<file path="config.mk">
export PLATFORM = sky130hd
export DESIGN_NAME = go_back_n_sender_unit
export DESIGN_NICKNAME = d
export VERILOG_FILES = /design/src/rtl/gbn_pkg.sv /design/src/rtl/go_back_n_sender_unit.sv /design/src/rtl/gbn_div.sv /design/src/rtl/gbn_front.sv /design/src/rtl/gbn_back.sv
export SDC_FILE = /design/constraint.sdc
export NUM_CORES = 1
export LEC_CHECK = 0
export BUFFER_PORTS_ARGS = -buffer_cell sky130_fd_sc_hd__clkbuf_2
export CAP_MARGIN = 10
export CORE_UTILIZATION = 35
export DETAILED_ROUTE_END_ITERATION = 10
export SYNTH_ARGS = -nofsm -noshare
export SYNTH_HDL_FRONTEND = slang
export SYNTH_SLANG_ARGS = --single-unit
</file>
<file path="constraint.sdc">
create_clock -name clock -period 6.52 [get_ports clock]
set_input_delay 0.652 -clock clock [delete_from_list [all_inputs] [get_ports clock]]
set_output_delay 0.652 -clock clock [all_outputs]
set_load 0.01 [all_outputs]
</file>
<file path="src/rtl/gbn_pkg.sv">
package gbn_pkg;

   // sizing limits
   localparam int MAX_WINDOW  = 32;
   localparam int MAX_MESSAGE = 4096;
   localparam int MAX_CHUNK   = 100;

   // fixed field widths
   localparam int OPCODE_W   = 2;
   localparam int KIND_W     = 8;
   localparam int ACK_W      = 12;
   localparam int CMD_W      = 2;
   localparam int PKT_SEQ_W  = 12;
   localparam int CHUNK_W    = 7;
   localparam int RETRY_W    = 8;
   localparam int TIMEOUT_W  = 16;
   localparam int WIN_REG_W  = 6;
   localparam int MSG_REG_W  = 13;
   localparam int CSR_IDX_W  = 3;
   localparam int CSR_DATA_W = 16;

   // derived widths
   localparam int WIN_W = $clog2(MAX_WINDOW + 1);
   localparam int SEQ_W = $clog2(MAX_MESSAGE + 1);
   localparam int NUM_W = $clog2(MAX_MESSAGE + MAX_CHUNK);

   // request queue
   localparam int QUEUE_DEPTH = 2;
   localparam int QPTR_W      = (QUEUE_DEPTH > 1) ? $clog2(QUEUE_DEPTH) : 1;
   localparam int QCNT_W      = $clog2(QUEUE_DEPTH + 1);

   // request opcodes
   localparam logic [OPCODE_W-1:0] OP_START = 2'd0;
   localparam logic [OPCODE_W-1:0] OP_ACK   = 2'd1;
   localparam logic [OPCODE_W-1:0] OP_TICK  = 2'd2;

   localparam logic [KIND_W-1:0] VALID_ACK = 8'd2;

   // configuration register indexes
   localparam logic [CSR_IDX_W-1:0] REG_WINDOW  = 3'd0;
   localparam logic [CSR_IDX_W-1:0] REG_MESSAGE = 3'd1;
   localparam logic [CSR_IDX_W-1:0] REG_CHUNK   = 3'd2;
   localparam logic [CSR_IDX_W-1:0] REG_RETRY   = 3'd3;
   localparam logic [CSR_IDX_W-1:0] REG_TIMEOUT = 3'd4;

   typedef enum logic [CMD_W-1:0] {
      CMD_SEND     = 2'd0,
      CMD_TEARDOWN = 2'd1,
      CMD_GIVE_UP  = 2'd2
   } cmd_type;

   typedef enum logic [1:0] {
      EV_START = 2'd0,
      EV_ACK   = 2'd1,
      EV_TICK  = 2'd2
   } ev_type;

   typedef struct packed {
      ev_type           ev;
      logic [ACK_W-1:0] ack_number;
   } ev_entry_type;

   // clamped configuration seen by the back end
   typedef struct packed {
      logic [WIN_W-1:0]     win;
      logic [SEQ_W-1:0]     msg;
      logic [CHUNK_W-1:0]   chunk;
      logic [RETRY_W-1:0]   retry;
      logic [TIMEOUT_W-1:0] timeout;
   } cfg_type;

endpackage

</file>
<file path="src/rtl/go_back_n_sender_unit.sv">
// Go-Back-N sender window control. Requests (start, acknowledgement, tick) enter a
// two-entry queue and are taken by the sequencer one at a time: each is dequeued, then
// decided, and the commands it produces are then issued one by one as the output
// register frees; that register lets the next request be queued while a command
// waits to be taken. After reset and after every configuration write the packet
// count is recomputed by a bit-serial divider; requests are still queued meanwhile
// but the sequencer holds them until the count is ready. Out-of-range register values
// are clamped (window 1..32, message 1..4096, chunk 1..100, retry limit and timeout
// at least 1).
module go_back_n_sender_unit (
   input  logic                           clock,
   input  logic                           reset,
   input  logic                           req_valid,
   output logic                           req_ready,
   input  logic [gbn_pkg::OPCODE_W-1:0]   req_opcode,
   input  logic [gbn_pkg::KIND_W-1:0]     req_ack_kind,
   input  logic [gbn_pkg::ACK_W-1:0]      req_ack_number,
   output logic                           rsp_valid,
   input  logic                           rsp_ready,
   output logic [gbn_pkg::CMD_W-1:0]      rsp_command,
   output logic [gbn_pkg::PKT_SEQ_W-1:0]  rsp_packet_seq,
   output logic [gbn_pkg::CHUNK_W-1:0]    rsp_packet_length,
   output logic                           rsp_final_res,
   input  logic                           csr_we,
   input  logic [gbn_pkg::CSR_IDX_W-1:0]  csr_index,
   input  logic [gbn_pkg::CSR_DATA_W-1:0] csr_wdata
);

   logic [gbn_pkg::WIN_REG_W-1:0] win_ff;
   logic [gbn_pkg::MSG_REG_W-1:0] msg_ff;
   logic [gbn_pkg::CHUNK_W-1:0]   chunk_ff;
   logic [gbn_pkg::RETRY_W-1:0]   retry_ff;
   logic [gbn_pkg::TIMEOUT_W-1:0] timeout_ff;
   logic                          recalc_ff, recalc_in;

   gbn_pkg::cfg_type              cfg;
   logic                          div_start;
   logic                          div_busy;
   logic [gbn_pkg::NUM_W-1:0]     div_numer;
   logic [gbn_pkg::NUM_W-1:0]     div_quot;
   logic [gbn_pkg::SEQ_W-1:0]     pkt_count;
   logic                          hold;

   logic                          q_valid;
   gbn_pkg::ev_entry_type         q_entry;
   logic                          q_pop;

   // configuration registers
   always_ff @(posedge clock) begin
      if (reset) begin
         win_ff     <= gbn_pkg::WIN_REG_W'(4);
         msg_ff     <= gbn_pkg::MSG_REG_W'(100);
         chunk_ff   <= gbn_pkg::CHUNK_W'(10);
         retry_ff   <= gbn_pkg::RETRY_W'(10);
         timeout_ff <= gbn_pkg::TIMEOUT_W'(3000);
      end else if (csr_we) begin
         unique case (csr_index)
            gbn_pkg::REG_WINDOW:  win_ff     <= csr_wdata[gbn_pkg::WIN_REG_W-1:0];
            gbn_pkg::REG_MESSAGE: msg_ff     <= csr_wdata[gbn_pkg::MSG_REG_W-1:0];
            gbn_pkg::REG_CHUNK:   chunk_ff   <= csr_wdata[gbn_pkg::CHUNK_W-1:0];
            gbn_pkg::REG_RETRY:   retry_ff   <= csr_wdata[gbn_pkg::RETRY_W-1:0];
            gbn_pkg::REG_TIMEOUT: timeout_ff <= csr_wdata[gbn_pkg::TIMEOUT_W-1:0];
            default: ;
         endcase
      end
   end

   // clamp to the supported ranges
   always_comb begin
      if (win_ff == '0) begin
         cfg.win = gbn_pkg::WIN_W'(1);
      end else if (int'(win_ff) > gbn_pkg::MAX_WINDOW) begin
         cfg.win = gbn_pkg::WIN_W'(gbn_pkg::MAX_WINDOW);
      end else begin
         cfg.win = gbn_pkg::WIN_W'(win_ff);
      end
      if (msg_ff == '0) begin
         cfg.msg = gbn_pkg::SEQ_W'(1);
      end else if (int'(msg_ff) > gbn_pkg::MAX_MESSAGE) begin
         cfg.msg = gbn_pkg::SEQ_W'(gbn_pkg::MAX_MESSAGE);
      end else begin
         cfg.msg = gbn_pkg::SEQ_W'(msg_ff);
      end
      if (chunk_ff == '0) begin
         cfg.chunk = gbn_pkg::CHUNK_W'(1);
      end else if (int'(chunk_ff) > gbn_pkg::MAX_CHUNK) begin
         cfg.chunk = gbn_pkg::CHUNK_W'(gbn_pkg::MAX_CHUNK);
      end else begin
         cfg.chunk = chunk_ff;
      end
      cfg.retry   = (retry_ff == '0) ? gbn_pkg::RETRY_W'(1) : retry_ff;
      cfg.timeout = (timeout_ff == '0) ? gbn_pkg::TIMEOUT_W'(1) : timeout_ff;
   end

   // packet count recalculation after reset and every write
   assign div_start = recalc_ff && !div_busy;
   assign recalc_in = csr_we || (recalc_ff && !div_start);
   assign hold      = recalc_ff || div_busy;
   assign div_numer = gbn_pkg::NUM_W'(cfg.msg) + gbn_pkg::NUM_W'(cfg.chunk) - 1'b1;
   assign pkt_count = gbn_pkg::SEQ_W'(div_quot);

   always_ff @(posedge clock) begin
      if (reset) begin
         recalc_ff <= 1'b1;
      end else begin
         recalc_ff <= recalc_in;
      end
   end

   gbn_div u_div (
      .clock (clock),
      .reset (reset),
      .start (div_start),
      .numer (div_numer),
      .denom (cfg.chunk),
      .busy  (div_busy),
      .quot  (div_quot)
   );

   gbn_front u_front (
      .clock          (clock),
      .reset          (reset),
      .req_valid      (req_valid),
      .req_ready      (req_ready),
      .req_opcode     (req_opcode),
      .req_ack_kind   (req_ack_kind),
      .req_ack_number (req_ack_number),
      .q_valid        (q_valid),
      .q_entry        (q_entry),
      .q_pop          (q_pop)
   );

   gbn_back u_back (
      .clock             (clock),
      .reset             (reset),
      .cfg               (cfg),
      .pkt_count         (pkt_count),
      .hold              (hold),
      .q_valid           (q_valid),
      .q_entry           (q_entry),
      .q_pop             (q_pop),
      .rsp_valid         (rsp_valid),
      .rsp_ready         (rsp_ready),
      .rsp_command       (rsp_command),
      .rsp_packet_seq    (rsp_packet_seq),
      .rsp_packet_length (rsp_packet_length),
      .rsp_final_res     (rsp_final_res)
   );

endmodule

</file>
<file path="src/rtl/gbn_div.sv">
module gbn_div (
   input  logic                        clock,
   input  logic                        reset,
   input  logic                        start,
   input  logic [gbn_pkg::NUM_W-1:0]   numer,
   input  logic [gbn_pkg::CHUNK_W-1:0] denom,
   output logic                        busy,
   output logic [gbn_pkg::NUM_W-1:0]   quot
);

   localparam int CNT_W = $clog2(gbn_pkg::NUM_W + 1);

   logic                        busy_ff, busy_in;
   logic [CNT_W-1:0]            count_ff, count_in;
   logic [gbn_pkg::NUM_W-1:0]   num_ff, num_in;
   logic [gbn_pkg::CHUNK_W-1:0] rem_ff, rem_in;
   logic [gbn_pkg::CHUNK_W-1:0] den_ff, den_in;
   logic [gbn_pkg::CHUNK_W:0]   trial;
   logic [gbn_pkg::CHUNK_W:0]   diff;
   logic                        ge;

   // one quotient bit per cycle, restoring
   always_comb begin
      trial = {rem_ff, num_ff[gbn_pkg::NUM_W-1]};
      ge    = (trial >= {1'b0, den_ff});
      diff  = trial - {1'b0, den_ff};
   end

   always_comb begin
      busy_in  = busy_ff;
      count_in = count_ff;
      num_in   = num_ff;
      rem_in   = rem_ff;
      den_in   = den_ff;
      if (start) begin
         busy_in  = 1'b1;
         count_in = '0;
         num_in   = numer;
         rem_in   = '0;
         den_in   = denom;
      end else if (busy_ff) begin
         num_in   = {num_ff[gbn_pkg::NUM_W-2:0], ge};
         rem_in   = ge ? diff[gbn_pkg::CHUNK_W-1:0] : trial[gbn_pkg::CHUNK_W-1:0];
         count_in = count_ff + 1'b1;
         if (count_ff == CNT_W'(gbn_pkg::NUM_W - 1)) begin
            busy_in = 1'b0;
         end
      end
   end

   always_ff @(posedge clock) begin
      if (reset) begin
         busy_ff  <= 1'b0;
         count_ff <= '0;
      end else begin
         busy_ff  <= busy_in;
         count_ff <= count_in;
      end
   end

   always_ff @(posedge clock) begin
      num_ff <= num_in;
      rem_ff <= rem_in;
      den_ff <= den_in;
   end

   assign busy = busy_ff;
   assign quot = num_ff;

endmodule

</file>
<file path="src/rtl/gbn_front.sv">
module gbn_front (
   input  logic                         clock,
   input  logic                         reset,
   input  logic                         req_valid,
   output logic                         req_ready,
   input  logic [gbn_pkg::OPCODE_W-1:0] req_opcode,
   input  logic [gbn_pkg::KIND_W-1:0]   req_ack_kind,
   input  logic [gbn_pkg::ACK_W-1:0]    req_ack_number,
   output logic                         q_valid,
   output gbn_pkg::ev_entry_type        q_entry,
   input  logic                         q_pop
);

   gbn_pkg::ev_entry_type           entry_ff [gbn_pkg::QUEUE_DEPTH];
   logic [gbn_pkg::QPTR_W-1:0]      wr_ptr_ff, wr_ptr_in;
   logic [gbn_pkg::QPTR_W-1:0]      rd_ptr_ff, rd_ptr_in;
   logic [gbn_pkg::QCNT_W-1:0]      count_ff, count_in;
   logic                            keep;
   logic                            push;
   gbn_pkg::ev_entry_type           new_entry;

   // classify the request: unknown opcodes and foreign ack kinds are dropped
   always_comb begin
      keep               = 1'b0;
      new_entry.ev       = gbn_pkg::EV_START;
      new_entry.ack_number = req_ack_number;
      unique case (req_opcode)
         gbn_pkg::OP_START: begin
            keep         = 1'b1;
            new_entry.ev = gbn_pkg::EV_START;
         end
         gbn_pkg::OP_ACK: begin
            keep         = (req_ack_kind == gbn_pkg::VALID_ACK);
            new_entry.ev = gbn_pkg::EV_ACK;
         end
         gbn_pkg::OP_TICK: begin
            keep         = 1'b1;
            new_entry.ev = gbn_pkg::EV_TICK;
         end
         default: keep = 1'b0;
      endcase
   end

   assign req_ready = (count_ff != gbn_pkg::QCNT_W'(gbn_pkg::QUEUE_DEPTH));
   assign push      = req_valid && req_ready && keep;
   assign q_valid   = (count_ff != '0);
   assign q_entry   = entry_ff[rd_ptr_ff];

   // queue pointers
   always_comb begin
      wr_ptr_in = wr_ptr_ff;
      rd_ptr_in = rd_ptr_ff;
      count_in  = count_ff;
      if (push) begin
         wr_ptr_in = (wr_ptr_ff == gbn_pkg::QPTR_W'(gbn_pkg::QUEUE_DEPTH - 1)) ?
                     '0 : wr_ptr_ff + 1'b1;
      end
      if (q_pop) begin
         rd_ptr_in = (rd_ptr_ff == gbn_pkg::QPTR_W'(gbn_pkg::QUEUE_DEPTH - 1)) ?
                     '0 : rd_ptr_ff + 1'b1;
      end
      if (push && !q_pop) begin
         count_in = count_ff + 1'b1;
      end else if (!push && q_pop) begin
         count_in = count_ff - 1'b1;
      end
   end

   always_ff @(posedge clock) begin
      if (reset) begin
         wr_ptr_ff <= '0;
         rd_ptr_ff <= '0;
         count_ff  <= '0;
      end else begin
         wr_ptr_ff <= wr_ptr_in;
         rd_ptr_ff <= rd_ptr_in;
         count_ff  <= count_in;
      end
   end

   // queue storage
   always_ff @(posedge clock) begin
      if (push) begin
         entry_ff[wr_ptr_ff] <= new_entry;
      end
   end

endmodule

</file>
<file path="src/rtl/gbn_back.sv">
module gbn_back (
   input  logic                          clock,
   input  logic                          reset,
   input  gbn_pkg::cfg_type              cfg,
   input  logic [gbn_pkg::SEQ_W-1:0]     pkt_count,
   input  logic                          hold,
   input  logic                          q_valid,
   input  gbn_pkg::ev_entry_type         q_entry,
   output logic                          q_pop,
   output logic                          rsp_valid,
   input  logic                          rsp_ready,
   output logic [gbn_pkg::CMD_W-1:0]     rsp_command,
   output logic [gbn_pkg::PKT_SEQ_W-1:0] rsp_packet_seq,
   output logic [gbn_pkg::CHUNK_W-1:0]   rsp_packet_length,
   output logic                          rsp_final_res
);

   localparam int PROD_W = gbn_pkg::SEQ_W + gbn_pkg::CHUNK_W;

   typedef enum logic [3:0] {
      ST_WAIT   = 4'b0001,
      ST_EXEC   = 4'b0010,
      ST_EMIT   = 4'b0100,
      ST_SINGLE = 4'b1000
   } state_type;

   state_type                      state_ff, state_in;
   gbn_pkg::ev_type                ev_ff, ev_in;
   logic [gbn_pkg::ACK_W-1:0]      ack_ff, ack_in;
   logic                           running_ff, running_in;
   logic [gbn_pkg::SEQ_W-1:0]      base_ff, base_in;
   logic [gbn_pkg::SEQ_W-1:0]      next_ff, next_in;
   logic [gbn_pkg::RETRY_W-1:0]    try_ff, try_in;
   logic [gbn_pkg::TIMEOUT_W-1:0]  tick_ff, tick_in;
   gbn_pkg::cmd_type               single_ff, single_in;

   logic                           out_valid_ff, out_valid_in;
   gbn_pkg::cmd_type               out_cmd_ff, out_cmd_in;
   logic [gbn_pkg::PKT_SEQ_W-1:0]  out_seq_ff, out_seq_in;
   logic [gbn_pkg::CHUNK_W-1:0]    out_len_ff, out_len_in;
   logic                           out_final_ff, out_final_in;

   logic                           slot_free;
   logic [gbn_pkg::ACK_W:0]        ack_plus;
   logic [gbn_pkg::SEQ_W:0]        win_end;
   logic [gbn_pkg::SEQ_W-1:0]      lim;
   logic [gbn_pkg::SEQ_W:0]        next_plus;
   logic                           emit_more;
   logic                           last_send;
   logic [PROD_W-1:0]              start_byte;
   logic [PROD_W-1:0]              remaining;
   logic [gbn_pkg::CHUNK_W-1:0]    send_len;
   logic [gbn_pkg::TIMEOUT_W:0]    tick_plus;
   logic [gbn_pkg::RETRY_W:0]      try_plus;
   logic                           ack_in_window;

   // window limit and length of the next send
   always_comb begin
      ack_plus      = {1'b0, ack_ff} + 1'b1;
      ack_in_window = (int'(ack_ff) >= int'(base_ff)) && (int'(ack_ff) < int'(next_ff));
      win_end       = {1'b0, base_ff} + (gbn_pkg::SEQ_W + 1)'(cfg.win);
      lim           = (win_end > {1'b0, pkt_count}) ? pkt_count
                                                    : win_end[gbn_pkg::SEQ_W-1:0];
      next_plus     = {1'b0, next_ff} + 1'b1;
      emit_more     = (next_ff < lim);
      last_send     = (next_plus >= {1'b0, lim});
      start_byte    = PROD_W'(next_ff) * PROD_W'(cfg.chunk);
      remaining     = PROD_W'(cfg.msg) - start_byte;
      send_len      = (remaining >= PROD_W'(cfg.chunk)) ? cfg.chunk
                                                        : remaining[gbn_pkg::CHUNK_W-1:0];
      tick_plus     = {1'b0, tick_ff} + 1'b1;
      try_plus      = {1'b0, try_ff} + 1'b1;
   end

   assign slot_free = !out_valid_ff || rsp_ready;

   // event sequencer
   always_comb begin
      state_in     = state_ff;
      ev_in        = ev_ff;
      ack_in       = ack_ff;
      running_in   = running_ff;
      base_in      = base_ff;
      next_in      = next_ff;
      try_in       = try_ff;
      tick_in      = tick_ff;
      single_in    = single_ff;
      q_pop        = 1'b0;
      out_valid_in = out_valid_ff && !rsp_ready;
      out_cmd_in   = out_cmd_ff;
      out_seq_in   = out_seq_ff;
      out_len_in   = out_len_ff;
      out_final_in = out_final_ff;

      unique case (state_ff)
         ST_WAIT: begin
            if (q_valid && !hold) begin
               q_pop    = 1'b1;
               ev_in    = q_entry.ev;
               ack_in   = q_entry.ack_number;
               state_in = ST_EXEC;
            end
         end
         ST_EXEC: begin
            state_in = ST_WAIT;
            unique case (ev_ff)
               gbn_pkg::EV_START: begin
                  if (!running_ff) begin
                     running_in = 1'b1;
                     base_in    = '0;
                     next_in    = '0;
                     try_in     = '0;
                     tick_in    = '0;
                     state_in   = ST_EMIT;
                  end
               end
               gbn_pkg::EV_ACK: begin
                  if (running_ff && ack_in_window) begin
                     base_in = gbn_pkg::SEQ_W'(ack_plus);
                     try_in  = '0;
                     tick_in = '0;
                     if (int'(ack_plus) >= int'(pkt_count)) begin
                        running_in = 1'b0;
                        single_in  = gbn_pkg::CMD_TEARDOWN;
                        state_in   = ST_SINGLE;
                     end else begin
                        state_in = ST_EMIT;
                     end
                  end
               end
               gbn_pkg::EV_TICK: begin
                  if (running_ff) begin
                     if (tick_plus < {1'b0, cfg.timeout}) begin
                        tick_in = tick_plus[gbn_pkg::TIMEOUT_W-1:0];
                     end else begin
                        tick_in = '0;
                        try_in  = try_plus[gbn_pkg::RETRY_W-1:0];
                        if (try_plus >= {1'b0, cfg.retry}) begin
                           running_in = 1'b0;
                           single_in  = gbn_pkg::CMD_GIVE_UP;
                           state_in   = ST_SINGLE;
                        end else begin
                           next_in  = base_ff;
                           state_in = ST_EMIT;
                        end
                     end
                  end
               end
               default: state_in = ST_WAIT;
            endcase
         end
         ST_EMIT: begin
            // one send command per cycle while the window allows and the output slot is free
            if (!emit_more) begin
               state_in = ST_WAIT;
            end else if (slot_free) begin
               out_valid_in = 1'b1;
               out_cmd_in   = gbn_pkg::CMD_SEND;
               out_seq_in   = gbn_pkg::PKT_SEQ_W'(next_ff);
               out_len_in   = send_len;
               out_final_in = last_send;
               next_in      = next_plus[gbn_pkg::SEQ_W-1:0];
               if (last_send) begin
                  state_in = ST_WAIT;
               end
            end
         end
         ST_SINGLE: begin
            if (slot_free) begin
               out_valid_in = 1'b1;
               out_cmd_in   = single_ff;
               out_seq_in   = '0;
               out_len_in   = '0;
               out_final_in = 1'b1;
               state_in     = ST_WAIT;
            end
         end
         default: state_in = ST_WAIT;
      endcase
   end

   always_ff @(posedge clock) begin
      if (reset) begin
         state_ff     <= ST_WAIT;
         running_ff   <= 1'b0;
         base_ff      <= '0;
         next_ff      <= '0;
         try_ff       <= '0;
         tick_ff      <= '0;
         out_valid_ff <= 1'b0;
      end else begin
         state_ff     <= state_in;
         running_ff   <= running_in;
         base_ff      <= base_in;
         next_ff      <= next_in;
         try_ff       <= try_in;
         tick_ff      <= tick_in;
         out_valid_ff <= out_valid_in;
      end
   end

   // payload registers
   always_ff @(posedge clock) begin
      ev_ff        <= ev_in;
      ack_ff       <= ack_in;
      single_ff    <= single_in;
      out_cmd_ff   <= out_cmd_in;
      out_seq_ff   <= out_seq_in;
      out_len_ff   <= out_len_in;
      out_final_ff <= out_final_in;
   end

   assign rsp_valid         = out_valid_ff;
   assign rsp_command       = out_cmd_ff;
   assign rsp_packet_seq    = out_seq_ff;
   assign rsp_packet_length = out_len_ff;
   assign rsp_final_res     = out_final_ff;

endmodule
</file>
## Word level (Yosys, flattened, before mapping)

Memories as Yosys holds them, arrays and structs flattened. A register that Yosys moved wholly into a read port is not among the register bits.
Index checks and enable logic that the tools add are counted.

- Bits in registers: 167
- Memories: 1
- Word-level logic and storage cells: 229
- Bits of input ports: 46
- Output and inout bits: 24
- Memory bits (writable): 28

Memories:

| name | depth | width | rd ports | clocked after Yosys merged registers in | wr ports | line | RTL |
|---|---|---|---|---|---|---|---|
| u_front.entry_ff | 2 | 14 | 1 | 1 | 1 | gbn_front.sv:14 | `gbn_pkg::ev_entry_type entry_ff [gbn_pkg::QUEUE_DEPTH];` |

- Eq/ne operators: 32
- $mul: 1
- Order comparisons: 13
- Muxes and demuxes: 90
- $add $sub $neg: 14
- Reduce and logical (&&, ||, !) cells: 52

Operators by type and width:

| kind | number |
|---|---|
| 13-bit two-way mux | 12 |
| 16-bit two-way mux | 5 |
| 13-bit case mux with 2 select lines | 3 |
| 7-bit two-way mux | 7 |
| 16-bit case mux with 3 select lines | 1 |
| 4-bit two-way mux | 10 |
| 8-bit two-way mux | 5 |
| 12-bit two-way mux | 3 |
| 12-bit case mux with 2 select lines | 1 |
| 8-bit case mux with 3 select lines | 1 |
| 20-bit by 7-bit >= comparator with 1-bit output | 1 |
| 13-bit by 7-bit multiplier with 20-bit output | 1 |
| 2-bit two-way mux | 10 |
| 13-bit by 20-bit subtractor with 20-bit output | 1 |
| 1-bit two-way mux | 19 |
| 16-bit by 1-bit adder with 17-bit output, second input constant | 1 |
| 17-bit by 16-bit < comparator with 1-bit output | 1 |
| 16-bit logical NOT | 1 |
| 2-bit by 1-bit inequality test with 1-bit output, second input constant | 8 |
| 4-bit case mux with 4 select lines | 1 |
| 4-bit AND reduction | 4 |
| 13-bit by 1-bit adder with 14-bit output, second input constant | 1 |
| 13-bit by 6-bit adder with 14-bit output | 1 |
| 14-bit by 13-bit >= comparator with 1-bit output | 1 |
| other kinds (56) | 103 |

## Logic depth before layout (Yosys ltp)

Gate-level depths: netlist of run 1.

- Word-level depth: 11
- Mapped depth: 30
- Mapped depth without buffers: 29

## Cells and area by module

From an unflattened synthesis of run 1, not the netlist that was laid out.

- Cells, all modules: 1989
- Area, all modules: 17361.7 sq um

By module, submodules not included:

| module | cells each | area an instance (sq um) | seq. area each (sq um) | times used |
|---|---|---|---|---|
| gbn_back | 1373 | 11402.2 | 2262.2 | 1 |
| go_back_n_sender_unit | 381 | 2859.0 | 1021.0 | 1 |
| gbn_div | 162 | 1809.2 | 840.8 | 1 |
| gbn_front | 73 | 1291.2 | 940.9 | 1 |

## Worst setup path after synthesis of run 1

OpenSTA, ideal clock, no wires.

- Path type: reg-to-reg
- Start point: reg win_ff[2] (netlist bit)
- End point: reg u_back.out_cmd_ff[0], in the netlist u_back.rsp_command[0], enable pin
- Period minus slack after synthesis: 6.266 ns
- Library setup time: 0.401 ns
- Path slack: 0.254 ns
- Data required time: 6.119 ns
- Cell stages (with the launch flop): 29
- Path buffers: 1
- Arrival: 5.866 ns
- Cells stage by stage: dfxtp_1 -> nor4_1 -> nor2_1 -> nor2_1 -> ha_1 -> inv_1 -> fa_1 -> nor2b_1 -> o21ai_0 -> a21boi_0 -> o21ai_0 -> a21boi_0 -> xnor2_1 -> ha_1 -> nand3_1 -> inv_1 -> a221oi_1 -> o21ai_0 -> o2111ai_1 -> and3_1 -> buf_2 -> mux2i_1 -> ha_1 -> o21a_1 -> o2111ai_1 -> a31o_2 -> a21oi_1 -> o221a_2 -> nor2_1

- Longest elaborated chain between the ends: 9
- Elaborated cells between the ends (all ways): 10
- Those cells by class: add/sub (1); order compare (3); eq/ne (1); mux (3); reduce/logical (2)

Ends and longest elaborated chain:

| what | line | RTL |
|---|---|---|
| start: declaration | go_back_n_sender_unit.sv:29 | `logic [gbn_pkg::WIN_REG_W-1:0] win_ff;` |
| start signal: assignment | go_back_n_sender_unit.sv:51 | `win_ff <= gbn_pkg::WIN_REG_W'(4);` |
| start signal: assignment | go_back_n_sender_unit.sv:58 | `gbn_pkg::REG_WINDOW: win_ff <= csr_wdata[gbn_pkg::WIN_REG_W-1:0];` |
| 6-bit > comparator | go_back_n_sender_unit.sv:72 | `end else if (int'(win_ff) > gbn_pkg::MAX_WINDOW) begin` |
| 6-bit two-way mux | go_back_n_sender_unit.sv:72 |  |
| 6-bit two-way mux * | go_back_n_sender_unit.sv:70 | `if (win_ff == '0) begin` |
| 13-bit by 6-bit adder with 14-bit output * | gbn_back.sv:61 | `win_end = {1'b0, base_ff} + (gbn_pkg::SEQ_W + 1)'(cfg.win);` |
| 14-bit by 13-bit > comparator with 1-bit output | gbn_back.sv:62 | `lim = (win_end > {1'b0, pkt_count}) ? pkt_count` |
| 13-bit two-way mux * | gbn_back.sv:62 |  |
| 13-bit < comparator * | gbn_back.sv:65 | `emit_more = (next_ff < lim);` |
| 2-bit by 1-bit inequality test with 1-bit output (no source line) * | - |  |
| 4-bit AND reduction (no source line) * | - |  |
| end signal: assignment | gbn_back.sv:207 | `out_cmd_ff <= out_cmd_in;` |
| end: declaration | gbn_back.sv:38 | `gbn_pkg::cmd_type out_cmd_ff, out_cmd_in;` |

Every way passes the cells marked *; elsewhere a longest branch is shown, timed or not.
A chain may end at the register's enable or synchronous reset.

## Worst setup path after layout of run 1

- Start point: reg win_ff[2] (netlist bit)
- End point: reg u_back.state_ff[0]

- Longest elaborated chain between the ends: 9
- Elaborated cells between the ends (all ways): 14
- Those cells by class: add/sub (1); order compare (4); eq/ne (2); mux (5); reduce/logical (2)

Ends and longest elaborated chain:

| what | line | RTL |
|---|---|---|
| 6-bit > comparator | go_back_n_sender_unit.sv:72 |  |
| 6-bit two-way mux | go_back_n_sender_unit.sv:72 |  |
| 6-bit two-way mux * | go_back_n_sender_unit.sv:70 |  |
| 13-bit by 6-bit adder with 14-bit output * | gbn_back.sv:61 |  |
| 14-bit by 13-bit > comparator with 1-bit output | gbn_back.sv:62 |  |
| 13-bit two-way mux * | gbn_back.sv:62 |  |
| 14-bit by 13-bit >= comparator with 1-bit output or 13-bit < comparator (tied branches) | gbn_back.sv:66, gbn_back.sv:65 |  |
| 3-bit inequality test (no source line), or another cell as far along | - |  |
| 4-bit AND reduction (no source line) or 4-bit case mux with 4 select lines (tied branches) | - |  |
| end signal: assignment | gbn_back.sv:192 | `state_ff <= state_in;` |
| end: declaration | gbn_back.sv:27 | `state_type state_ff, state_in;` |

Marked as above.

==> results of run 1 <==
[stage by stage]
step / total power, mW / hold slack (ns) / area (sq um) / setup WS, ns / util
CTS: 3.671 / 0.2530 / 18910 / 0.1774 / 0.4027
global placement: 2.054 / 0.4443 / 17950 / 0.3499 / 0.3824
finish: 3.643 / 0.2694 / 18950 / 0.4468 / 0.4036
global route: 3.798 / 0.2502 / 18950 / 0.001780 / 0.4036
floorplan: 1.905 / 0.4358 / 16800 / 0.2535 / -
detailed placement: 2.068 / 0.4516 / 17950 / 0.2062 / 0.3824
[area by class of cell]
cell class,instances,area share
tap,607,0.04008
clock buffer,31,0.03975
clock inverter,18,0.01056
multi-input combinational,1386,0.5587
inverter,242,0.04807
timing repair buffer,112,0.03658
sequential,209,0.2662
[synthesized netlist by cell type (50+ instances only)]
master | count | share of area
o21ai_0 | 50 | 0.015
clkbuf_1 | 68 | 0.015
dfxtp_1 | 123 | 0.15
a21oi_1 | 124 | 0.037
nand3_1 | 64 | 0.019
nand2_1 | 220 | 0.049
mux2i_1 | 50 | 0.030
nor2_1 | 149 | 0.033
xnor2_1 | 53 | 0.028
fa_1 | 71 | 0.085
edfxtp_1 | 86 | 0.15
inv_1 | 232 | 0.052
ha_1 | 183 | 0.14
[per-layer routing]
layer  wire, microns  global-route usage  vias up  share of wire
met5               0                   0        -              0
met3            2077             0.02138      111          0.044
met4            1980             0.08234        0          0.042
met1           20870              0.2444     6676           0.44
met2           22410              0.3331      375           0.47
li1                -                   -     6783              -
[repair_timing]
item                       4_1_cts  5_1_grt
gates resized for setup          0       10
hold buffers                     0        0
setup buffers                    0        1
setup endpoints to repair        0       46
[state kept, by name, indices dropped and copies added, names as in the netlist, 2 cells and up]
register                  flops
chunk_ff                      7
msg_ff                       13
retry_ff                      8
timeout_ff                   16
u_back.ack_ff                12
u_back.base_ff               13
u_back.ev_ff                  2
u_back.next_ff               13
u_back.rsp_command            2
u_back.rsp_packet_length      7
u_back.rsp_packet_seq        12
u_back.single_ff              2
u_back.state_ff               4
u_back.tick_ff               16
u_back.try_ff                 8
u_div.count_ff                4
u_div.den_ff                  7
u_div.quot                   13
u_div.rem_ff                  7
u_front.count_ff              2
u_front.entry_ff             28
win_ff                        6
[cell families after synthesis]
| family | after synthesis | share of synthesized area |
|---|---|---|
| AND/OR/NAND/NOR | 626 | 0.1798 |
| buffers and inverters | 318 | 0.07166 |
| AO/OA/AOI/OAI | 358 | 0.1430 |
| XOR/XNOR | 77 | 0.04015 |
| flip-flops | 209 | 0.3004 |
| adder cells (fa/ha/maj) | 254 | 0.2209 |
| multiplexers | 71 | 0.04410 |
[final timing paths]
check / startpoint / slack [ns] / end
worst max-delay path: win_ff[2]$_SDFFE_PP1P_ / 0.45 / u_back.state_ff[0]$_SDFFE_PP1P_
worst min-delay path: req_ack_number[0] / 0.27 / u_front.entry_ff[1][0]$_DFFE_PP_
worst max register to register: win_ff[2]$_SDFFE_PP1P_ / 0.45 / u_back.state_ff[0]$_SDFFE_PP1P_
worst min register to register: retry_ff[2]$_SDFFE_PP0P_ / 0.46 / retry_ff[2]$_SDFFE_PP0P_
[power groups by stage]
stage | Clock [mW] | Combinational [mW] | Sequential [mW]
2_1_floorplan | 0 | 0.413 | 1.49
6_report | 1.59 | 0.552 | 1.50
4_1_cts | 1.63 | 0.549 | 1.50
3_5_place_dp | 0 | 0.545 | 1.52
3_3_place_gp | 0 | 0.531 | 1.52
5_1_grt | 1.68 | 0.617 | 1.50
==> impl_metrics.csv, run 1 <==
group,metric,value,unit
timing,fin_skew,0.01839,ns
status,status,"complete, no violations",
timing,fin_setup_tns,0,ns
worst_setup_path,path_max_fanout,5,
yosys,synth_area,16800,sq um
timing,max_freq,164.7,MHz
clock_network,insertion_delay,0.57,ns
floorplan,coreArea,46950,sq um
clock_network,cts.clk_slew.worst_paths,0.06,ns
worst_setup_path,required,6.98,ns
min_path,hold_class,"in2reg",
final_layout,stdcell_count,2605,
pwr,combPwrFrac,0.151,
clock_network,clockBufferDepth,3,
global_route,grt_use_total,0.1932,
yosys,ys_types,87,
pwr,swShare,0.2774,
drt,drc,0,
pwr,powerDensity,192.3,nW/um^2
final_layout,regArea,5045,sq um
clock_network,cts_buffers,27,
timing,min_period_over_period,0.9315,
yosys,ys.flop_type,"dfxtp_1",
worst_setup_path,slowest_stage,"fa_1",
drt,drt_iter0_drc,908,
final_layout,fillers,4606,
placed_design,io_buffers,69,
flow_run,maxCapViolations,0,
yosys,seq_area_frac_synth,0.3004,
floorplan,start_util,0.3577,
timing,worst_pin_slew,1.201,ns
pwr,irDropWorstVdd,195.6,uV
final_layout,mostFrequentLayoutCell,"inv_1",
worst_setup_path,cp.depth,29,
floorplan,dieArea,48870,sq um
worst_setup_path,criticalPathCategory,"reg2reg",
drt,drt-total-wl,47340,microns
final_layout,mostFrequentLayoutCells,"inv_1 (232), nand2_1 (220), ha_1 (183)",
final_layout,areaGrowthSynthToFinish,12.82,%
timing,hold_viol,0,
global_route,grt_max_degree,46,
pwr,clkPwrFrac,0.437,
worst_setup_path,crit_path_end_kind,"register",
floorplan,dieHeight,221.1,microns
global_route,first_global_vias,14050,
drt,dr.pass1.iters,5,
worst_setup_path,critPathTopFamily,"compound AO/OA/AOI/OAI gates",
final_layout,multi_input_comb_area,10590,sq um
global_route,grt_remaining_overflow,0,
global_route,grt_first_pass_wirelength,75710,microns
timing,setup_viol_count_final,0,
worst_setup_path,worst_setup_path_start_kind,"register",
min_path,holdPathStages,1,
yosys,synth_edf_count,86,
yosys,syn_nets,2213,
clock_network,cts_sinks,209,
final_layout,final_nets,2278,
timing,min_period,6.073,ns
final_layout,drive_gt1_frac,0.1146,
yosys,yosysWarnings,0,
floorplan,io_pins,70,
drt,wl_per_cell,18.17,microns
floorplan,die_w,221.1,microns
drt,vias_per_cell,5.353,
floorplan,row_count,79,
global_route,antenna_found_initial,0,
clock_network,cts_max_level,1,
timing,max_slew_margin,0.1977,
placed_design,placed_cells,2555,
timing,rsz0062_at_grt,"false",
yosys,ys_seq_elements,209,
yosys,syn_inst,1913,
placed_design,hpwl,36890,microns
worst_setup_path,rr_worst_depth,29,
pwr,pwr-share-seq,0.411,
clock_network,tritoncts,"yes",
pwr,power.switching,1.011,mW
clock_network,cts_root_buf,"clkbuf_16",
yosys,synthArstFlopShare,0,
pwr,p_leak,8.161,nW
pwr,internal_power,2.633,mW
final_layout,num_antenna_cells,0,
drt,drtAntennaViolNets,0,
worst_setup_path,cpPeakStageDelay,0.40,ns
yosys,synth.avg_cell_area,8.780,sq um
timing,drv_slew,0,
worst_setup_path,crit_arrival,6.53,ns
placed_design,globalplace.congestion,0.9418,
worst_setup_path,critPathBufInv,3,
drt,num_vias,13950,
Power figures use the tool's default switching activity.
==> run 2, diff against run 1 <==
CORE_UTILIZATION = 58   (was 35)
GPL_ROUTABILITY_DRIVEN = 0   (was not set)
PLACE_DENSITY = 0.84   (was not set)
==> impl_metrics.csv, run 2 (same netlist as run 1, synthesis figures left out) <==
group,metric,value,unit
final_layout,stdcell_count,2354,
drt,drt-total-wl,46760,microns
pwr,finalPower,3.392,mW
worst_setup_path,slowest_stage,"fa_1",
timing,min_period,6.303,ns
placed_design,io_buffers,69,
clock_network,cts_root_buf,"clkbuf_16",
final_layout,final_area,18360,sq um
pwr,powerDensity,184.8,nW/um^2
timing,fin_skew,0.01612,ns
global_route,grt_first_pass_wirelength,73640,microns
floorplan,start_util,0.5964,
final_layout,mostFrequentLayoutCell,"inv_1",
worst_setup_path,cpMostUsedCell,"ha_1",
timing,setup_viol_count_final,0,
clock_network,clockBufferDepth,3,
worst_setup_path,crit_arrival,6.72,ns
worst_setup_path,required,6.94,ns
final_layout,areaGrowthSynthToFinish,9.304,%
final_layout,final_nets,2257,
drt,dr.pass1.iters,6,
drt,drc,0,
global_route,antenna_found_initial,1,
final_layout,largest_reg_flops,28,
worst_setup_path,cpPeakStageDelay,0.40,ns
clock_network,cts_sinks,209,
timing,max_slew_margin,0.1530,
status,status,"complete, no violations",
timing,max_freq,158.7,MHz
timing,hold_viol,0,
timing,min_period_over_period,0.9667,
clock_network,insertion_delay,0.53,ns
worst_setup_path,criticalPathCategory,"reg2reg",
pwr,p_leak,7.964,nW
global_route,first_global_vias,14270,
drt,drt_iter0_drc,1516,
final_layout,mostFrequentLayoutCells,"inv_1 (232), nand2_1 (220), ha_1 (183)",
drt,wl_per_cell,19.86,microns
floorplan,dieArea,29640,sq um
floorplan,dieHeight,172.2,microns
drt,num_vias,14750,
drt,vias_per_cell,6.264,
final_layout,drive_gt1_frac,0.1024,
floorplan,row_count,61,
final_layout,reg_top3,"u_front.entry_ff (28), timeout_ff (16), u_back.tick_ff (16)",
placed_design,placed_area,17540,sq um
final_layout,multi_input_comb_area,10600,sq um
placed_design,hpwl,35750,microns
floorplan,die_w,172.2,microns
timing,worst_pin_slew,1.268,ns
pwr,irDropWorstVdd,202.7,uV
timing,fin_setup_tns,0,ns
worst_setup_path,worst_setup_path_start_kind,"register",
floorplan,io_pins,70,
floorplan,coreArea,28160,sq um
clock_network,cts_buffers,22,
min_path,hold_class,"in2reg",
drt,drtAntennaViolNets,0,
clock_network,cts.clk_slew.worst_paths,0.06,ns
final_layout,regMostFlops,"u_front.entry_ff",
clock_network,cts_max_level,1,
final_layout,fillers,2171,
flow_run,maxCapViolations,0,
worst_setup_path,path_max_fanout,6,
timing,drv_slew,0,
global_route,grt_use_total,0.3209,
global_route,grt_remaining_overflow,0,
final_layout,regArea,5045,sq um
worst_setup_path,crit_path_end_kind,"register",
clock_network,tritoncts,"yes",
placed_design,placed_cells,2309,
global_route,grt_max_degree,86,
-- run 2: where the power goes --
part,switching [mW],total (mW),internal (mW)
logic,0.330,0.572,0.242
registers,0.0682,1.50,1.43
clock network,0.552,1.32,0.766
total,0.950,3.39,2.44
-- run 2: final cells by class --
type,instances,area share
multi-input combinational,1386,0.5775
clock buffer,29,0.03217
clock inverter,11,0.008587
timing repair buffer,96,0.03121
sequential,209,0.2748
inverter,242,0.04961
antenna,3,0.0004089
tap,378,0.02576
-- run 2: repair_timing --
| item | CTS | global route |
|---|---|---|
| setup endpoints to repair | 30 | 45 |
| gates resized for setup | 2 | 13 |
| hold buffers | 0 | 0 |
| setup buffers | 0 | 2 |
| pin swaps | 0 | 4 |
-- run 2: path summary, 6_finish.rpt --
path                         startpoint  slack (ns)                               end  depth (start not counted)
max              win_ff[3]$_SDFFE_PP0P_        0.22   u_back.state_ff[0]$_SDFFE_PP1P_                         27
min                   req_ack_number[4]        0.31  u_front.entry_ff[0][4]$_DFFE_PP_                          1
max reg2reg      win_ff[3]$_SDFFE_PP0P_        0.22   u_back.state_ff[0]$_SDFFE_PP1P_                         27
min reg2reg  timeout_ff[0]$_SDFFE_PP0P_        0.46        timeout_ff[0]$_SDFFE_PP0P_                          2
-- run 2: routing by layer --
layer	up-vias	part of all wire	global-route usage
li1	6708	-	-
met1	6981	0.40	0.4201
met2	881	0.45	0.5154
met3	176	0.11	0.06706
met4	0	0.044	0.1327
met5	-	0	0
-- run 2: critical path: cells and delay by family (launching register included) --
kind,cells,cell delay (ns)
buffers and inverters,2,0.25
muxes,1,0.29
and+or+nand+nor,6,1.07
DFF,1,0.33
xor gates and xnor gates,1,0.24
adders and majority gates,4,1.19
AOI/OAI and AO/OA,13,2.79
-- run 2: metrics by stage --
| stage | utilization | worst slack, ns | hold WS [ns] |
|---|---|---|---|
| floorplan | - | 0.2535 | 0.4358 |
| global placement | 0.6227 | 0.3926 | 0.4470 |
| detailed placement | 0.6227 | 0.06812 | 0.4513 |
| CTS | 0.6493 | 0.004181 | 0.2983 |
| global route | 0.6516 | -0.01595 | 0.3098 |
| finish | 0.6519 | 0.2173 | 0.3055 |
==> run 3, diff against run 2 <==
ABC_CLOCK_PERIOD_IN_PS = 6800   (was not set)
CORE_UTILIZATION = 64   (was 58)
PLACE_DENSITY = 0.87   (was 0.84)
SKIP_CTS_REPAIR_TIMING = 1   (was not set)
clock period = 6.8 ns   (was 6.52 ns; I/O delays follow)
==> impl_metrics.csv, run 3 (same netlist as run 1, synthesis figures left out) <==
group,metric,value,unit
clock_network,cts_root_buf,"clkbuf_16",
worst_setup_path,rr_worst_depth,29,
worst_setup_path,cpMostUsedCell,"ha_1",
final_layout,fillers,1758,
worst_setup_path,criticalPathCategory,"reg2reg",
worst_setup_path,required,7.22,ns
pwr,powerDensity,188.0,nW/um^2
worst_setup_path,crit_arrival,6.93,ns
floorplan,dieArea,26900,sq um
drt,vias_per_cell,6.558,
timing,hold_viol,0,
floorplan,row_count,58,
worst_setup_path,worst_setup_path_start_kind,"register",
global_route,top_usage_layer,"met2",
final_layout,areaGrowthSynthToFinish,9.498,%
global_route,grt_use_met2,0.5892,
global_route,first_global_vias,14960,
floorplan,io_pins,70,
min_path,holdPathStages,1,
placed_design,placed_cells,2257,
final_layout,regMostFlops,"u_front.entry_ff",
worst_setup_path,critPathTopFamily,"compound AO/OA/AOI/OAI gates",
final_layout,drive_gt1_frac,0.1032,
timing,fin_setup_tns,0,ns
global_route,met1_usage,0.4607,
global_route,grt_use_met3,0.1020,
global_route,grt_use_total,0.3680,
timing,drv_slew,0,
floorplan,dieHeight,164,microns
final_layout,reg_top3,"u_front.entry_ff (28), timeout_ff (16), u_back.tick_ff (16)",
worst_setup_path,cp.depth,29,
final_layout,final_nets,2258,
floorplan,start_util,0.6594,
status,status,"complete, no violations",
drt,wl_per_cell,21.13,microns
drt,drc,0,
drt,drtAntennaViolNets,0,
clock_network,clockBufferDepth,3,
timing,setup_viol_count_final,0,
drt,drt-total-wl,48720,microns
timing,min_period,6.515,ns
drt,drt_iter0_drc,1831,
floorplan,coreArea,25470,sq um
floorplan,die_w,164,microns
timing,worst_pin_slew,1.230,ns
timing,max_slew_margin,0.1784,
drt,num_vias,15120,
worst_setup_path,cpPeakStageDelay,0.40,ns
final_layout,mostFrequentLayoutCell,"inv_1",
flow_run,maxCapViolations,0,
timing,fin_skew,0.01566,ns
worst_setup_path,crit_path_end_kind,"register",
global_route,grt_remaining_overflow,0,
min_path,hold_class,"in2reg",
final_layout,stdcell_count,2306,
worst_setup_path,path_max_fanout,7,
worst_setup_path,critPathBufInv,3,
timing,max_freq,153.5,MHz
drt,dr.pass1.iters,8,
worst_setup_path,slowest_stage,"fa_1",
global_route,grt_max_degree,86,
clock_network,cts_max_level,1,
global_route,grt_first_pass_wirelength,76750,microns
final_layout,num_antenna_cells,0,
timing,min_period_over_period,0.9582,
pwr,p_leak,8.028,nW
placed_design,hpwl,35920,microns
final_layout,finish.utilization,0.7220,
final_layout,mostFrequentLayoutCells,"inv_1 (232), nand2_1 (220), ha_1 (183)",
placed_design,io_buffers,69,
clock_network,insertion_delay,0.53,ns
clock_network,cts_sinks,209,
global_route,antenna_found_initial,0,
clock_network,tritoncts,"yes",
clock_network,cts.clk_slew.worst_paths,0.06,ns
final_layout,largest_reg_flops,28,
clock_network,cts_buffers,24,
pwr,irDropWorstVdd,245.0,uV
-- run 3: cell types whose count changed in the layout (fill, tap and decap cells not counted), sizes merged, moves of 3 or more --
cell    before  now
bufinv       3    6
clkbuf      98   94
clkinv       7   14
diode        3    0
-- run 3: layer usage --
layer  vias up  part of all wire
met5         -                 0
met4         0             0.051
met3       227              0.13
met2      1086              0.45
met1      7070              0.37
li1       6739                 -
-- run 3: final timing paths --
kind / end / slack (ns) / startpoint
max reg2reg: u_back.state_ff[0]$_SDFFE_PP1P_ / 0.28 / win_ff[2]$_SDFFE_PP1P_
min: u_front.entry_ff[0][11]$_DFFE_PP_ / 0.34 / req_ack_number[11]
min reg2reg: msg_ff[0]$_SDFFE_PP0P_ / 0.46 / msg_ff[0]$_SDFFE_PP0P_
max: u_back.state_ff[0]$_SDFFE_PP1P_ / 0.28 / win_ff[2]$_SDFFE_PP1P_
-- run 3: report_power, final --
| part | internal (mW) | total (mW) | switching [mW] |
|---|---|---|---|
| clock network | 0.901 | 1.45 | 0.552 |
| logic | 0.232 | 0.557 | 0.325 |
| registers | 1.37 | 1.45 | 0.0712 |
-- run 3: layout make-up --
type | instances | area (sq um) | share of cell area
Sequential cell | 209 | 5045 | 0.2743
Clock buffer | 25 | 625.6 | 0.03402
Clock inverter | 19 | 269.0 | 0.01463
Inverter | 242 | 908.4 | 0.04939
Multi-Input combinational cell | 1386 | 10570 | 0.5749
Timing Repair Buffer | 95 | 556.8 | 0.03027
Tap cell | 330 | 412.9 | 0.02245
-- run 3: worst register-to-register path: cells and delay by family (launching register included) --
kind,cells,cell delay (ns)
XOR/XNOR,1,0.18
flip-flops,1,0.32
AO/OA/AOI/OAI,12,2.51
multiplexers,1,0.32
buffers and inverters,3,0.38
AND/OR/NAND/NOR,8,1.50
adder cells (fa/ha/maj),4,1.21
-- run 3: per-stage QoR --
step / setup WS (ns) / power [mW] / hold slack (ns) / cell area (sq um)
after CTS: 0.1344 / 3.435 / 0.3405 / 18330
after floorplan: 0.5335 / 1.826 / 0.4358 / 16800
after global placement: 0.6497 / 1.968 / 0.4458 / 17440
final: 0.2845 / 3.457 / 0.3432 / 18390
after global routing: -0.002810 / 3.560 / 0.3404 / 18390
after detailed placement: 0.2231 / 1.993 / 0.4525 / 17440
